### src/design/pmsfr_pkg.sv
// Shared types and constants for the particulate-sensor frame receiver.
package pmsfr_pkg;

    // Input item command codes.
    typedef enum logic [2:0] {
        CMD_RX_BYTE = 3'd0,
        CMD_TICK    = 3'd1,
        CMD_POLL    = 3'd2,
        CMD_START   = 3'd3,
        CMD_STOP    = 3'd4
    } cmd_t;

    // Configuration register indexes.
    typedef enum logic [2:0] {
        REG_SLEEP_TICK    = 3'd0,
        REG_WAKE_TICK     = 3'd1,
        REG_FAULT_LIMIT   = 3'd2,
        REG_RESTART_LIMIT = 3'd3,
        REG_FAULT_READING = 3'd4,
        REG_START_READING = 3'd5
    } reg_index_t;

    localparam int CFG_INDEX_W = 3;
    localparam int CFG_DATA_W  = 16;

    // Frame header bytes.
    localparam logic [7:0] HDR0 = 8'h42;
    localparam logic [7:0] HDR1 = 8'h4D;

    // Reset values of the configuration registers and of the reading.
    localparam logic [9:0]  SLEEP_TICK_RST    = 10'd400;
    localparam logic [9:0]  WAKE_TICK_RST     = 10'd700;
    localparam logic [4:0]  FAULT_LIMIT_RST   = 5'd10;
    localparam logic [4:0]  RESTART_LIMIT_RST = 5'd20;
    localparam logic [15:0] FAULT_READING_RST = 16'd1000;
    localparam logic [15:0] START_READING_RST = 16'd100;
    localparam logic [15:0] READING_RST       = 16'd50;

    // Poll count saturates here.
    localparam logic [4:0]  POLL_MAX = 5'd31;

    // Configuration register set.
    typedef struct packed {
        logic [9:0]  sleep_tick;
        logic [9:0]  wake_tick;
        logic [4:0]  fault_limit;
        logic [4:0]  restart_limit;
        logic [15:0] fault_reading;
        logic [15:0] start_reading;
    } cfg_t;

    // Outcome of one received byte from the frame parser.
    typedef struct packed {
        logic        good;
        logic        bad;
        logic [15:0] reading;
    } frame_result_t;

    // Sensor control levels and the current reading.
    typedef struct packed {
        logic [15:0] reading;
        logic        awake;
        logic        fan;
        logic        rx_on;
    } sensor_status_t;

endpackage

### src/design/pmsfr_frame_parser.sv
// Frame parser: header check, running checksum and capture of the PM2.5 bytes.
module pmsfr_frame_parser
    import pmsfr_pkg::*;
#(
    parameter int FRAME_BYTES = 32
)
(
    input  logic          clk,
    input  logic          rst_n,
    input  logic          byte_en,
    input  logic [7:0]    rx_byte,
    output frame_result_t result
);

    localparam int PW = $clog2(FRAME_BYTES);
    localparam logic [PW-1:0] POS_HDR1     = PW'(1);
    localparam logic [PW-1:0] POS_RD_HIGH  = PW'(6);
    localparam logic [PW-1:0] POS_RD_LOW   = PW'(7);
    localparam logic [PW-1:0] POS_CHK_HIGH = PW'(FRAME_BYTES - 2);

    logic [PW-1:0] pos_reg, pos_next;
    logic [15:0]   sum_reg, sum_next;
    logic [15:0]   pending_reg, pending_next;
    logic [7:0]    check_high_reg, check_high_next;
    logic [15:0]   pending_upd;

    // The reading bytes are captured before the position decision, so a frame
    // that ends on the low reading byte already sees the new value.
    always_comb
    begin
        pending_upd = pending_reg;
        if (pos_reg == POS_RD_HIGH)
        begin
            pending_upd = {rx_byte, 8'h00};
        end
        else if (pos_reg == POS_RD_LOW)
        begin
            pending_upd = {pending_reg[15:8], rx_byte};
        end
    end

    // Next position, checksum and frame outcome.
    always_comb
    begin
        pos_next        = pos_reg;
        sum_next        = sum_reg;
        pending_next    = pending_reg;
        check_high_next = check_high_reg;
        result.good     = 1'b0;
        result.bad      = 1'b0;
        result.reading  = pending_upd;
        if (byte_en)
        begin
            pending_next = pending_upd;
            if (pos_reg == '0)
            begin
                if (rx_byte == HDR0)
                begin
                    sum_next = {8'h00, rx_byte};
                    pos_next = POS_HDR1;
                end
                else
                begin
                    sum_next = '0;
                    pos_next = '0;
                end
            end
            else if (pos_reg == POS_HDR1)
            begin
                if (rx_byte == HDR1)
                begin
                    sum_next = sum_reg + {8'h00, rx_byte};
                    pos_next = pos_reg + PW'(1);
                end
                else
                begin
                    sum_next = '0;
                    pos_next = '0;
                end
            end
            else if (pos_reg < POS_CHK_HIGH)
            begin
                sum_next = sum_reg + {8'h00, rx_byte};
                pos_next = pos_reg + PW'(1);
            end
            else if (pos_reg == POS_CHK_HIGH)
            begin
                check_high_next = rx_byte;
                pos_next        = pos_reg + PW'(1);
            end
            else
            begin
                if ({check_high_reg, rx_byte} == sum_reg)
                begin
                    result.good = 1'b1;
                end
                else
                begin
                    result.bad = 1'b1;
                end
                sum_next = '0;
                pos_next = '0;
            end
        end
    end

    // Parser state registers.
    always_ff @(posedge clk or negedge rst_n)
    begin
        if (!rst_n)
        begin
            pos_reg        <= '0;
            sum_reg        <= '0;
            pending_reg    <= '0;
            check_high_reg <= '0;
        end
        else
        begin
            pos_reg        <= pos_next;
            sum_reg        <= sum_next;
            pending_reg    <= pending_next;
            check_high_reg <= check_high_next;
        end
    end

endmodule

### src/design/pmsfr_sensor_ctrl.sv
// Sensor control: duty-cycle timer, poll fault count, start and stop commands.
module pmsfr_sensor_ctrl
    import pmsfr_pkg::*;
(
    input  logic           clk,
    input  logic           rst_n,
    input  logic           step_en,
    input  logic [2:0]     command,
    input  cfg_t           cfg,
    input  frame_result_t  frame,
    output sensor_status_t status_cur,
    output sensor_status_t status_next
);

    logic [15:0] reading_reg, reading_next;
    logic [4:0]  poll_reg, poll_next;
    logic        duty_reg, duty_next;
    logic [9:0]  tick_reg, tick_next;
    logic        wake_reg, wake_next;
    logic        fan_reg, fan_next;
    logic        rx_reg, rx_next;

    // Next state for one item.
    always_comb
    begin
        reading_next = reading_reg;
        poll_next    = poll_reg;
        duty_next    = duty_reg;
        tick_next    = tick_reg;
        wake_next    = wake_reg;
        fan_next     = fan_reg;
        rx_next      = rx_reg;
        if (step_en)
        begin
            case (cmd_t'(command))
                CMD_RX_BYTE:
                begin
                    if (frame.good)
                    begin
                        reading_next = frame.reading;
                        poll_next    = '0;
                    end
                end
                CMD_TICK:
                begin
                    if (duty_reg)
                    begin
                        tick_next = tick_reg + 10'd1;
                        if (tick_next == cfg.sleep_tick)
                        begin
                            wake_next = 1'b0;
                        end
                        else if (tick_next > cfg.wake_tick)
                        begin
                            tick_next = '0;
                            wake_next = 1'b1;
                        end
                    end
                end
                CMD_POLL:
                begin
                    if (poll_reg > cfg.fault_limit)
                    begin
                        if ({1'b0, poll_reg} == {1'b0, cfg.fault_limit} + 6'd1)
                        begin
                            fan_next  = 1'b0;
                            wake_next = 1'b0;
                            duty_next = 1'b0;
                            rx_next   = 1'b0;
                        end
                        else if (poll_reg > cfg.restart_limit)
                        begin
                            fan_next  = 1'b1;
                            rx_next   = 1'b1;
                            wake_next = 1'b1;
                            tick_next = '0;
                            duty_next = 1'b1;
                            poll_next = '0;
                        end
                        reading_next = cfg.fault_reading;
                    end
                    if (poll_next < POLL_MAX)
                    begin
                        poll_next = poll_next + 5'd1;
                    end
                end
                CMD_START:
                begin
                    fan_next     = 1'b1;
                    rx_next      = 1'b1;
                    wake_next    = 1'b1;
                    tick_next    = '0;
                    duty_next    = 1'b1;
                    poll_next    = '0;
                    reading_next = cfg.start_reading;
                end
                CMD_STOP:
                begin
                    fan_next  = 1'b0;
                    wake_next = 1'b0;
                    duty_next = 1'b0;
                    rx_next   = 1'b0;
                end
                default:
                begin
                    reading_next = reading_reg;
                end
            endcase
        end
    end

    // Status views before and after the item.
    always_comb
    begin
        status_cur.reading  = reading_reg;
        status_cur.awake    = wake_reg;
        status_cur.fan      = fan_reg;
        status_cur.rx_on    = rx_reg;
        status_next.reading = reading_next;
        status_next.awake   = wake_next;
        status_next.fan     = fan_next;
        status_next.rx_on   = rx_next;
    end

    // Control state registers.
    always_ff @(posedge clk or negedge rst_n)
    begin
        if (!rst_n)
        begin
            reading_reg <= READING_RST;
            poll_reg    <= '0;
            duty_reg    <= 1'b0;
            tick_reg    <= '0;
            wake_reg    <= 1'b0;
            fan_reg     <= 1'b0;
            rx_reg      <= 1'b1;
        end
        else
        begin
            reading_reg <= reading_next;
            poll_reg    <= poll_next;
            duty_reg    <= duty_next;
            tick_reg    <= tick_next;
            wake_reg    <= wake_next;
            fan_reg     <= fan_next;
            rx_reg      <= rx_next;
        end
    end

`ifndef NO_ASSERTIONS
    // A good frame leaves the poll count cleared.
    a_good_clears_poll: assert property (@(posedge clk) disable iff (!rst_n)
        (step_en && frame.good) |=> (poll_reg == '0))
        else $error("poll count not cleared after good frame");

    // Ticks while the duty cycle is stopped leave the timer alone.
    a_tick_idle: assert property (@(posedge clk) disable iff (!rst_n)
        (step_en && command == CMD_TICK && !duty_reg) |=> $stable(tick_reg))
        else $error("tick counter moved while stopped");
`endif

endmodule

### src/design/pm_sensor_frame_receiver_top.sv
// Top level: input register, frame parser, sensor control and result register.
// An accepted item is held in the input register; when the result register is
// free or being taken, the state after the item is written into it.
// Throughput: one item per cycle unless the result register is stalled; each
// item is handled between the input and result registers with a running checksum.
// Reset (rst_n, asynchronous, active low) restores the control state, valid flags
// and configuration defaults at once; no clearing pass is needed.
module pm_sensor_frame_receiver_top
    import pmsfr_pkg::*;
#(
    parameter int FRAME_BYTES = 32
)
(
    input  logic                   clk,
    input  logic                   rst_n,
    input  logic                   cfg_we,
    input  logic [CFG_INDEX_W-1:0] cfg_index,
    input  logic [CFG_DATA_W-1:0]  cfg_data,
    input  logic                   in_valid,
    output logic                   in_ready,
    input  logic [2:0]             command,
    input  logic [7:0]             rx_byte,
    output logic                   out_valid,
    input  logic                   out_ready,
    output logic [15:0]            reading,
    output logic                   frame_good,
    output logic                   frame_bad,
    output logic                   sensor_awake,
    output logic                   fan_on,
    output logic                   receiver_on
);

    cfg_t           cfg_reg;
    logic           in_valid_reg;
    logic [2:0]     command_reg;
    logic [7:0]     rx_byte_reg;
    logic           out_valid_reg;
    logic [15:0]    reading_reg;
    logic           frame_good_reg;
    logic           frame_bad_reg;
    logic           awake_reg;
    logic           fan_reg;
    logic           rx_on_reg;
    logic           advance;
    logic           byte_en;
    frame_result_t  frame;
    sensor_status_t status_cur;
    sensor_status_t status_next;

    // The held item moves on when the result register is free or being taken.
    assign advance  = in_valid_reg && (!out_valid_reg || out_ready);
    assign in_ready = !in_valid_reg || advance;
    assign byte_en  = advance && (command_reg == CMD_RX_BYTE) && status_cur.rx_on;

    // Configuration registers.
    always_ff @(posedge clk or negedge rst_n)
    begin
        if (!rst_n)
        begin
            cfg_reg.sleep_tick    <= SLEEP_TICK_RST;
            cfg_reg.wake_tick     <= WAKE_TICK_RST;
            cfg_reg.fault_limit   <= FAULT_LIMIT_RST;
            cfg_reg.restart_limit <= RESTART_LIMIT_RST;
            cfg_reg.fault_reading <= FAULT_READING_RST;
            cfg_reg.start_reading <= START_READING_RST;
        end
        else if (cfg_we)
        begin
            case (reg_index_t'(cfg_index))
                REG_SLEEP_TICK:    cfg_reg.sleep_tick    <= cfg_data[9:0];
                REG_WAKE_TICK:     cfg_reg.wake_tick     <= cfg_data[9:0];
                REG_FAULT_LIMIT:   cfg_reg.fault_limit   <= cfg_data[4:0];
                REG_RESTART_LIMIT: cfg_reg.restart_limit <= cfg_data[4:0];
                REG_FAULT_READING: cfg_reg.fault_reading <= cfg_data;
                REG_START_READING: cfg_reg.start_reading <= cfg_data;
                default:           cfg_reg <= cfg_reg;
            endcase
        end
    end

    // Input register: valid flag.
    always_ff @(posedge clk or negedge rst_n)
    begin
        if (!rst_n)
        begin
            in_valid_reg <= 1'b0;
        end
        else if (in_ready)
        begin
            in_valid_reg <= in_valid;
        end
    end

    // Input register: item payload.
    always_ff @(posedge clk)
    begin
        if (in_valid && in_ready)
        begin
            command_reg <= command;
            rx_byte_reg <= rx_byte;
        end
    end

    pmsfr_frame_parser #(
        .FRAME_BYTES (FRAME_BYTES)
    ) u_parser (
        .clk     (clk),
        .rst_n   (rst_n),
        .byte_en (byte_en),
        .rx_byte (rx_byte_reg),
        .result  (frame)
    );

    pmsfr_sensor_ctrl u_ctrl (
        .clk         (clk),
        .rst_n       (rst_n),
        .step_en     (advance),
        .command     (command_reg),
        .cfg         (cfg_reg),
        .frame       (frame),
        .status_cur  (status_cur),
        .status_next (status_next)
    );

    // Result register: valid flag.
    always_ff @(posedge clk or negedge rst_n)
    begin
        if (!rst_n)
        begin
            out_valid_reg <= 1'b0;
        end
        else if (!out_valid_reg || out_ready)
        begin
            out_valid_reg <= in_valid_reg;
        end
    end

    // Result register: item payload, the state after the item.
    always_ff @(posedge clk)
    begin
        if (advance)
        begin
            reading_reg    <= status_next.reading;
            frame_good_reg <= frame.good && byte_en;
            frame_bad_reg  <= frame.bad && byte_en;
            awake_reg      <= status_next.awake;
            fan_reg        <= status_next.fan;
            rx_on_reg      <= status_next.rx_on;
        end
    end

    assign out_valid    = out_valid_reg;
    assign reading      = reading_reg;
    assign frame_good   = frame_good_reg;
    assign frame_bad    = frame_bad_reg;
    assign sensor_awake = awake_reg;
    assign fan_on       = fan_reg;
    assign receiver_on  = rx_on_reg;

`ifndef NO_ASSERTIONS
    // A frame is either good or bad, never both.
    a_flags_exclusive: assert property (@(posedge clk) disable iff (!rst_n)
        out_valid_reg |-> !(frame_good_reg && frame_bad_reg))
        else $error("frame reported both good and bad");

    // A byte taken while the receiver is off completes no frame.
    a_rx_off_quiet: assert property (@(posedge clk) disable iff (!rst_n)
        (advance && command_reg == CMD_RX_BYTE && !status_cur.rx_on)
        |=> (!frame_good_reg && !frame_bad_reg))
        else $error("frame flag raised while receiver off");

    // Back-pressure only arises from a held item that cannot move on.
    a_ready_cause: assert property (@(posedge clk) disable iff (!rst_n)
        !in_ready |-> (in_valid_reg && out_valid_reg && !out_ready))
        else $error("input stalled without cause");
`endif

endmodule

### config.mk
export PLATFORM = sky130hd
export DESIGN_NAME = pm_sensor_frame_receiver_top
export DESIGN_NICKNAME = d
export VERILOG_FILES = /design/src/design/pmsfr_pkg.sv /design/src/design/pmsfr_frame_parser.sv /design/src/design/pmsfr_sensor_ctrl.sv /design/src/design/pm_sensor_frame_receiver_top.sv
export SDC_FILE = /design/constraint.sdc
export NUM_CORES = 1
export LEC_CHECK = 0
export BUFFER_PORTS_ARGS = -buffer_cell sky130_fd_sc_hd__buf_2
export CORE_ASPECT_RATIO = 0.6
export CORE_MARGIN = 2
export CORE_UTILIZATION = 45
export CTS_BUF_LIST = sky130_fd_sc_hd__clkbuf_4 sky130_fd_sc_hd__clkbuf_8 sky130_fd_sc_hd__clkbuf_16
export DETAILED_ROUTE_END_ITERATION = 6
export HOLD_SLACK_MARGIN = 0.12
export SYNTH_ARGS = -nofsm -noshare
export SYNTH_HDL_FRONTEND = slang
export SYNTH_SLANG_ARGS = --single-unit
### constraint.sdc
create_clock -name clk -period 3.9 [get_ports clk]
set_input_delay 0.39 -clock clk [delete_from_list [all_inputs] [get_ports clk]]
set_output_delay 0.39 -clock clk [all_outputs]
set_load 0.005 [all_outputs]
* Yosys cells after proc, flatten, opt, wreduce, memory -nomap -nowiden
Index checks and enable logic that the tools add are counted.
Operators by class: $add $sub $neg 5, order comparisons 5, eq/ne operators 25, multiplexer cells 62, bitwise gates (word level) 3, reductions and logical operators 27
Operators with widths (number):
- two-way mux 16 bit | 9
- two-way mux 10 bit | 6
- two-way mux 5 bit | 12
- case mux 16 bit (3 select lines) | 1
- case mux 10 bit (3 select lines) | 1
- two-way mux 1 bit | 21
- adder 16 x 8 -> 16 bit | 1
- == test 16 bit | 1
- == test 8 x 7 -> 1 bit, second input constant | 2
- two-way mux 8 bit | 2
- case mux 5 bit (3 select lines) | 1
- AND reduction 2 bit | 7
- == test 3 x 2 -> 1 bit, second input constant | 4
- adder 10 x 1 -> 10 bit, second input constant | 1
- adder 5 x 1 -> 5 bit, second input constant | 2
- == test 10 bit | 1
- == test 5 x 3 -> 1 bit, second input constant | 2
- > comparator 10 bit | 1
- > comparator 5 bit | 2
- less-than comparator 5 bit, second input constant | 2
- two-way mux 2 bit | 5
- == test 3 bit, second input constant | 3
- case mux 1 bit (3 select lines) | 3
- nonzero test 3 bit | 3
- other kinds (20) | 34
Storage, ports and cells: flip-flop bits (word level) 176, input port bits 35, word-level logic and storage cells 154

* Depth between registers and ports, before layout
Gate-level depths: netlist of run 1.
depth in word-level cells 10, depth in mapped cells 14, gate-level depth less buffers 13

* Hierarchy
Synthesis of run 1 repeated with hierarchy kept, for this count alone.
Unflattened totals: cell total of the unflattened synthesis 830, area, all modules 9469.1 um^2
Modules (own cells, without submodules):
- pm_sensor_frame_receiver_top | instances 1, cells an instance 179, area an instance 3474.6 um^2
- pmsfr_sensor_ctrl | instances 1, cells an instance 378, area an instance 3156.8 um^2
- pmsfr_frame_parser | instances 1, cells an instance 273, area an instance 2837.7 um^2

* Worst setup path after synthesis of run 1
No wires, ideal clock.
path kind register -> register, from reg u_ctrl.tick_reg[0], to reg awake_reg, in the netlist sensor_awake, data pin, setup time 0.258 ns, data arrival time 2.672 ns, setup slack 0.969 ns, stages on the path, launching flop included 15, buffers on the path 1, period minus slack after synthesis 2.931 ns, path through dfrtp_1 -> ha_1 -> buf_4 -> nand3_4 -> nor3_1 -> xor2_1 -> ha_1 -> a21oi_1 -> nor4b_1 -> o221ai_1 -> and4_1 -> o31ai_1 -> a31o_2 -> o21ai_0 -> o21a_1
RTL lines:
- start: declaration | RTL line pmsfr_sensor_ctrl.sv:18 | logic [9:0] tick_reg, tick_next;
- start signal: assignment | RTL line pmsfr_sensor_ctrl.sv:143 | tick_reg <= tick_next;
- end signal: assignment | RTL line pm_sensor_frame_receiver_top.sv:146 | awake_reg <= status_next.awake;
- end: declaration | RTL line pm_sensor_frame_receiver_top.sv:41 | logic awake_reg;

* Worst setup path after layout of run 1
from reg u_ctrl.tick_reg[0], to reg u_ctrl.tick_reg[6]
On the way: word-level cells in the longest chain between the ends 6
Ends and longest elaborated chain:
- adder 10 x 1 -> 10 bit * | RTL line pmsfr_sensor_ctrl.sv:48 | tick_next = tick_reg + 10'd1;
- > comparator 10 bit | RTL line pmsfr_sensor_ctrl.sv:53 | else if (tick_next > cfg.wake_tick)
- two-way mux 10 bit | RTL line pmsfr_sensor_ctrl.sv:53
- two-way mux 10 bit * | RTL line pmsfr_sensor_ctrl.sv:49 | if (tick_next == cfg.sleep_tick)
- two-way mux 10 bit * | RTL line pmsfr_sensor_ctrl.sv:46 | if (duty_reg)
- case mux 10 bit (3 select lines) * | RTL line pmsfr_sensor_ctrl.sv:35 | case (cmd_t'(command))
Mark *: on every way between the ends. The rest lies on a longest branch, timed or not. The select of a mux whose other input is x is not followed. A chain may end at the register's enable or synchronous reset.

==> results of run 1 <==
==> cells by family after synthesis <==
family | count (synthesis)
muxes | 81
and+or+nand+nor | 203
xor gates and xnor gates | 39
adders and majority gates | 36
AOI/OAI and AO/OA | 189
DFF | 176
buffers and inverters | 69
==> layout by cell type, fill, tap and decap left out, types with 23 or more instances in the layout <==
master,Yosys,routed
dfrtp_1,118,118
mux2_2,78,78
nand2_1,67,67
buf_2,2,56
o21ai_0,54,54
nor2_1,36,36
inv_1,35,35
ha_1,35,35
a21oi_1,34,34
edfxtp_1,32,32
dfstp_2,26,26
xnor2_1,23,23
==> per-stage QoR <==
| step | utilization [%] | hold slack, ps | total power, uW |
|---|---|---|---|
| 6_report | 51.9 | 55.5 | 5660 |
| 4_1_cts | 51.8 | 122 | 5670 |
| 2_1_floorplan | - | 94.4 | 3530 |
| 3_3_place_gp | 48.7 | 454 | 3860 |
| 5_1_grt | 51.9 | 120 | 5980 |
| 3_5_place_dp | 48.7 | 461 | 3910 |
==> path summary, 6_finish.rpt <==
check / from / end / slack, ps / cells past startpoint
setup / recovery: u_ctrl.tick_reg[0] / u_ctrl.tick_reg[6] / 290 / 12
min in group clk: rx_byte[2] / rx_byte_reg[2] / 140 / 1
setup reg to reg: u_ctrl.tick_reg[0] / u_ctrl.tick_reg[6] / 290 / 12
hold reg to reg: u_ctrl.fan_reg / u_ctrl.fan_reg / 480 / 1
hold / removal: rst_n / cfg_reg[10] / 60 / 1
max in group asynchronous: rst_n / cfg_reg[21] / 3010 / 2
==> routing by layer <==
metal  part of all wire (%)  track usage, %  vias to the layer above
li1                       -               -                     3050
met1                     52            35.0                     3308
met2                     40            29.7                      249
met3                    6.3            4.05                       22
met4                    1.1            6.19                        0
met5                      0               0                        -
==> layout make-up <==
type | count | area, sq um
clock buffer | 21 | 474
clock inverter | 11 | 126
fill | 1764 | 9570
inverter | 35 | 131
multi-input combinational | 548 | 4170
sequential | 176 | 4600
tap | 273 | 342
timing repair buffer | 82 | 502
==> power by group <==
group          switching, uW  internal (uW)
registers                282           2220
clock network            741           1010
logic                    782            630
total                   1800           3860
==> synthesized netlist by cell type, types with 6 or more instances <==
cell type / count
xnor2_1: 23
buf_6: 6
clkbuf_1: 20
a21o_1: 8
mux2_2: 78
nand4_1: 10
a2bb2oi_1: 7
nor2_1: 36
o2bb2ai_1: 18
nand3_1: 14
inv_1: 35
dfrtp_1: 118
o21ai_0: 54
a21oi_1: 34
a31oi_1: 7
o31ai_1: 10
edfxtp_1: 32
nor3_1: 9
xor2_1: 16
ha_1: 35
a222oi_1: 15
nand2_1: 67
nand2b_1: 11
dfstp_2: 26
and3_1: 8
==> out/metrics.yaml, run 1 <==
cts_sinks: 176
synth_compound_area_share_pct: 14.9
clockBufferDepth: 2
design_area_sq_um: 10300
relSlewSlack_pct: 33.7
dp_cells: 1110
status: "completed"
synth_xor_area_share_pct: 3.76
crit_path_max_incr_delay_ps: 500
fin_crit_ps: 3610
placed_cell_area_sq_um: 9710
path_common_cell: "ha_1"
place.gp.congestion: 0.847
max_freq_mhz: 277
setup_viol: 0
maxCapViolCount: 0
clk_latency_ps: 440
timing.final.crit_share_pct: 92.6
worst_hold_path_type: "in2async"
synth_top_family_by_area: "compound AO/OA/AOI/OAI gates"
drive_above_1_share_pct: 27.5
cts_buffers: 17
io_pins: 58
ant_nets: 0
worstPathBufferInverterCount: 0
nets: 931
rows: 40
hold_viol_final: 0
die_h_um: 114
port_buffers: 57
worstSetupStartpointType: "flip-flop"
avgRoutedWirePerCell_um: 19.4
dieWidth_um: 187
fin_skew_ps: 11.3
grt_pass1_vias: 6346
powerDensity_nw_per_um2: 547
cp_cell_sequence: "ha_1, nand3_4, nor3_1, xor2_1, ha_1, a21oi_1, nor4b_1, o221ai_1, nand3_1, o21ai_4, or2_1, o41ai_4"
die_area_sq_um: 21400
rsz0062_at_grt: "no"
pre_cts_ws_ps: 363
fp.coreArea_sq_um: 19900
post_cts_buffers: 0
fin_tns_setup_ps: 0
syn_inst: 793
setup_slack_ps: 289
ys_ff_latch: 176
avgSynthCellArea_sq_um: 11.5
ir_worst_vdd_uv: 312
overflow: 0
drt_first_pass_iters: 7
clk_transition_reported_paths_ps: 70
slowest_stage: "dfrtp_1"
routed_via_density: 5.78
path_class: "reg2reg"
drt-initial-drc-count: 562
critPathCaptureType: "flip-flop"
synth-warning-count: 0
grt_usage_pct: 21.8
synthAdderAreaFrac_pct: 5.04
path_delay_family: "simple AND/OR/NAND/NOR gates"
root_buffer: "clkbuf_16"
grt_max_degree: 102
drc: 0
ys_types: 75
yosysSeqAreaShare_pct: 50.6
grt_pass1_wl_um: 36000
antennaDiodeCount: 0
syn-cell-area_sq_um: 9090
syn-num-nets: 864
synth_ff_type: "dfrtp_1"
synth_top_area_cell: "dfrtp_1"
cts_resized: 0
h-tree-depth: 4
synth-edff-count: 32
cp_max_fo: 10
final_max_slew_viol_count: 0
async_reset_ff_share_pct: 81.8
critical_path_arrival_ps: 3950
critical_path_required_ps: 4240
synth_area_leaders: "dfrtp_1 (32%), edfxtp_1 (11%), mux2_2 (9.7%), dfstp_2 (7.5%), ha_1 (4.8%)"
antenna_found_initial: 0
hpwl_um: 15800
leakage_uw: 0.00446
area_delta_synth_final_pct: 13.8
synth_mux_area_share_pct: 9.99
cts_tree: "built"
dr_total_vias: 6629
synth_top_area_share_pct: 32.5
drt-total-wl_um: 22300
yosys.area_share.simple_pct: 12.0
fin_cells: 1146
largest_reg_flops: 62
hold_buffers: 1
worstMarginPinSlew_ps: 993
initial_core_util_pct: 45.6
Note: power is estimated with default switching activity, not from simulation.
==> run 2, diff against run 1 <==
Settings changed: BUFFER_PORTS_ARGS -buffer_cell sky130_fd_sc_hd__buf_2 to default, CTS_BUF_LIST sky130_fd_sc_hd__clkbuf_4 sky130_fd_sc_hd__clkbuf_8 sky130_fd_sc_hd__clkbuf_16 to default, DONT_BUFFER_PORTS from default to 1.
==> out/metrics.yaml, run 2 (same netlist as run 1, synthesis figures left out) <==
status: "completed"
cts_sinks: 176
hold_start: "out_ready"
drt-initial-drc-count: 632
dieWidth_um: 187
leakage_uw: 0.00432
drt_first_pass_iters: 5
worstMarginPinSlew_ps: 1190
fin_crit_ps: 3590
layout_common_cells: "dfrtp_1 (117), mux2_2 (78), nand2_1 (67)"
ir_worst_vdd_uv: 338
path_class: "reg2reg"
die_area_sq_um: 21400
worstSetupStartpointType: "flip-flop"
pwr-share-comb_pct: 24.8
cts_tree: "built"
final.fill_count: 1757
clkPwrFrac_pct: 30.6
port_buffers: 0
met3_wirelength_um: 1600
crit_start: "u_ctrl.tick_reg[2]"
rows: 40
drt-total-wl_um: 22700
worst_hold_path_type: "in2reg"
met1Wirelength_um: 11400
place.gp.congestion: 0.866
drc: 0
nets: 897
critical_path_required_ps: 4230
final_common_cell: "dfrtp_1"
top_layer: "met4"
area_delta_synth_final_pct: 13.2
critPathCaptureType: "flip-flop"
hpwl_um: 15700
grt_usage_pct: 22.0
drive_above_1_share_pct: 21.8
cp_max_fo: 10
internal-power_uw: 3810
antennaDiodeCount: 0
fin_skew_ps: 11.0
setup_viol: 0
clockBufferDepth: 2
final_max_slew_viol_count: 0
pwr-share-seq_pct: 44.6
die_h_um: 114
h-tree-depth: 4
met2_length_um: 9370
cts_buffers: 17
largest_reg_flops: 62
r2r_start: "u_ctrl.tick_reg[2]"
powerDensity_nw_per_um2: 548
ant_nets: 0
fin_tns_setup_ps: 0
switching_share_pct: 32.5
seq_area_sq_um: 4600
post_cts_buffers: 0
grt_max_degree: 145
overflow: 0
hold_viol_final: 0
avgRoutedWirePerCell_um: 20.4
dr_total_vias: 6533
routed_via_density: 5.88
clk_transition_reported_paths_ps: 70
p_sw_uw: 1830
relSlewSlack_pct: 20.5
root_buffer: "clkbuf_16"
initial_core_util_pct: 45.6
grt_pass1_wl_um: 36500
maxCapViolCount: 0
timing.final.crit_share_pct: 92.0
grt_pass1_vias: 6515
fp.coreArea_sq_um: 19900
final_core_utilization_pct: 51.6
io_pins: 58
clk_latency_ps: 430
critical_path_arrival_ps: 3920
multiInputGateArea_sq_um: 4180
antenna_found_initial: 0
rsz0062_at_grt: "no"
max_freq_mhz: 279
[run 2: worst paths after layout]
path / end / slack (ps) / depth (start not counted)
max: u_ctrl.tick_reg[6] / 310 / 11
min: out_valid / 220 / 2
max reg2reg: u_ctrl.tick_reg[6] / 310 / 11
min reg2reg: u_ctrl.fan_reg / 490 / 1
max in group asynchronous: u_ctrl.tick_reg[3] / 2720 / 2
min in group asynchronous: u_parser.sum_reg[3] / 580 / 2
[run 2: final cells by class]
type                            count  area share, %
Sequential cell                   176           44.7
Multi-Input combinational cell    548           40.6
Timing Repair Buffer               48           4.40
Clock buffer                       18           4.17
Tap cell                          273           3.32
Clock inverter                     14           1.51
Inverter                           35           1.28
[run 2: worst max-delay path, cell delays in order, from the launching register on]
cell and delay (ps):
dfrtp_1 540, nand4_2 250, or3_4 480, xnor2_1 140, ha_1 300, a21oi_1 210
nor4b_1 320, o221ai_1 220, nand3_1 180, o21ai_4 120, or2_1 450, o41ai_4 280
[run 2: per-layer routing]
layer	global-route usage, %	up-vias
li1	-	2989
met1	33.7	3295
met2	30.7	221
met3	5.52	28
met4	6.25	0
met5	0	-
[run 2: power by group through the flow]
stage	combinational (uW)	clock, uW	sequential (uW)
floorplan	1150	0	2390
global placement	1260	0	2520
detailed placement	1300	0	2530
CTS	1390	1760	2500
global route	1560	1850	2550
finish	1400	1730	2510
[run 2: metrics by stage]
| stage | hold slack (ps) | total power (uW) | cell area [sq um] | cells | setup slack, ps |
|---|---|---|---|---|---|
| 2_1_floorplan | 94.4 | 3530 | 9090 | 793 | 969 |
| 3_3_place_gp | 102 | 3780 | 9380 | 1050 | 445 |
| 3_5_place_dp | 99.8 | 3840 | 9380 | 1050 | 254 |
| 4_1_cts | 205 | 5650 | 10300 | 1112 | 220 |
| 5_1_grt | 213 | 5960 | 10300 | 1112 | 19.5 |
| 6_report | 222 | 5640 | 10300 | 1112 | 313 |
[run 2: what timing repair did]
action,4_1_cts,5_1_grt
gates resized for setup,0,2
hold buffers,30,0
endpoints found under the setup margin,0,11
endpoints found under the hold margin,218,0
==> run 3, diff against run 2 <==
Settings changed: CELL_PAD_IN_SITES_DETAIL_PLACEMENT from default to 0, CELL_PAD_IN_SITES_GLOBAL_PLACEMENT from default to 1, PLACE_DENSITY_LB_ADDON from default to 0.1.
==> out/metrics.yaml, run 3 (same netlist as run 1, synthesis figures left out) <==
powerDensity_nw_per_um2: 546
critical_path_required_ps: 4240
root_buffer: "clkbuf_16"
rows: 40
drc: 0
fin_skew_ps: 10.0
finalPower_uw: 5630
path_class: "reg2reg"
max_freq_mhz: 281
hold_ws_ps: 216
fp.coreArea_sq_um: 19900
fin_tns_setup_ps: 0
dr_total_vias: 6412
dieWidth_um: 187
hold_start: "out_ready"
post_cts_buffers: 0
avgRoutedWirePerCell_um: 20.7
critical_path_arrival_ps: 3900
placed_cell_area_sq_um: 9400
crit_start: "u_ctrl.tick_reg[2]"
largest_reg_flops: 62
ant_nets: 0
fin_crit_ps: 3560
timing.final.crit_share_pct: 91.4
antenna_found_initial: 2
hold_viol_final: 0
worst_hold_path_type: "in2reg"
drt-initial-drc-count: 596
r2r_start: "u_ctrl.tick_reg[2]"
setup_viol: 0
grt_max_degree: 145
initial_core_util_pct: 45.6
drt_first_pass_iters: 5
port_buffers: 0
drt-total-wl_um: 23100
maxCapViolCount: 0
nets: 900
io_pins: 58
relSlewSlack_pct: 19.9
overflow: 0
grt_pass1_vias: 6471
status: "completed"
critPathCaptureType: "flip-flop"
layout_common_cells: "dfrtp_1 (117), mux2_2 (78), nand2_1 (67)"
ir_worst_vdd_uv: 336
grt_pass1_wl_um: 37400
cts_sinks: 176
cp_max_fo: 10
final_common_cell: "dfrtp_1"
h-tree-depth: 4
area_delta_synth_final_pct: 13.4
grt_usage_pct: 22.9
place.gp.congestion: 0.827
leakage_uw: 0.00433
hpwl_um: 16300
clockBufferDepth: 2
rsz0062_at_grt: "no"
clk_transition_reported_paths_ps: 70
cts_buffers: 17
worstMarginPinSlew_ps: 1190
drive_above_1_share_pct: 22.3
final.fill_count: 1776
cts_tree: "built"
clk_latency_ps: 440
design_area_sq_um: 10300
final_max_slew_viol_count: 0
die_area_sq_um: 21400
routed_via_density: 5.75
die_h_um: 114
worstSetupStartpointType: "flip-flop"
==> run 3: timing repair <==
item                                   in CTS  in global routing
hold buffers                               30                  0
endpoints found under the hold margin     218                  0
setup endpoints to repair                   0                 12
gates resized for setup                     0                  4
==> run 3: critical path, stage by stage (launching register included) <==
cell and delay, ps:
dfrtp_1 540, nand4_2 230, or3_4 470, xnor2_1 140, ha_1 300, a21oi_1 230
nor4b_1 330, o221ai_1 220, nand3_1 180, o21ai_4 130, or2_2 450, o41ai_4 230
==> run 3: routing by layer <==
| layer | part of all wire, % | GRT usage, % | up-vias |
|---|---|---|---|
| li1 | - | - | 2991 |
| met1 | 54 | 36.7 | 3211 |
| met2 | 39 | 30.5 | 190 |
| met5 | 0.056 | 0 | - |
| met3 | 6.2 | 5.30 | 18 |
| met4 | 0.92 | 6.14 | 2 |
==> run 3: power by group <==
part	switching (uW)	internal, uW
Sequential	287	2220
Clock	766	940
Combinational	780	633
==> run 3: worst paths after layout <==
path                                            to  slack [ps]  cells after the start
worst max-delay path            u_ctrl.tick_reg[6]         340                     11
worst min-delay path                  in_valid_reg         220                      2
worst max register to register  u_ctrl.tick_reg[6]         340                     11
worst min register to register      u_ctrl.fan_reg         480                      1
max in group asynchronous              cfg_reg[29]        2700                      2
min in group asynchronous       u_ctrl.poll_reg[0]         630                      2
==> run 3: metrics by stage <==
stage	worst slack [ps]	instances	utilization (%)
after global routing	7.91	1116	51.7
final	337	1116	51.7
after floorplan	969	793	-
after detailed placement	130	1053	47.2
after global placement	349	1053	47.2
after CTS	110	1115	51.7
==> run 3: area by class of cell <==
class	count	area (sq um)	area share (%)
timing repair buffer	51	475	4.61
antenna	1	2.50	0.0243
clock buffer	21	472	4.58
tap	273	342	3.31
inverter	35	131	1.27
multi-input combinational	548	4180	40.6
sequential	176	4600	44.6
clock inverter	11	104	1.01
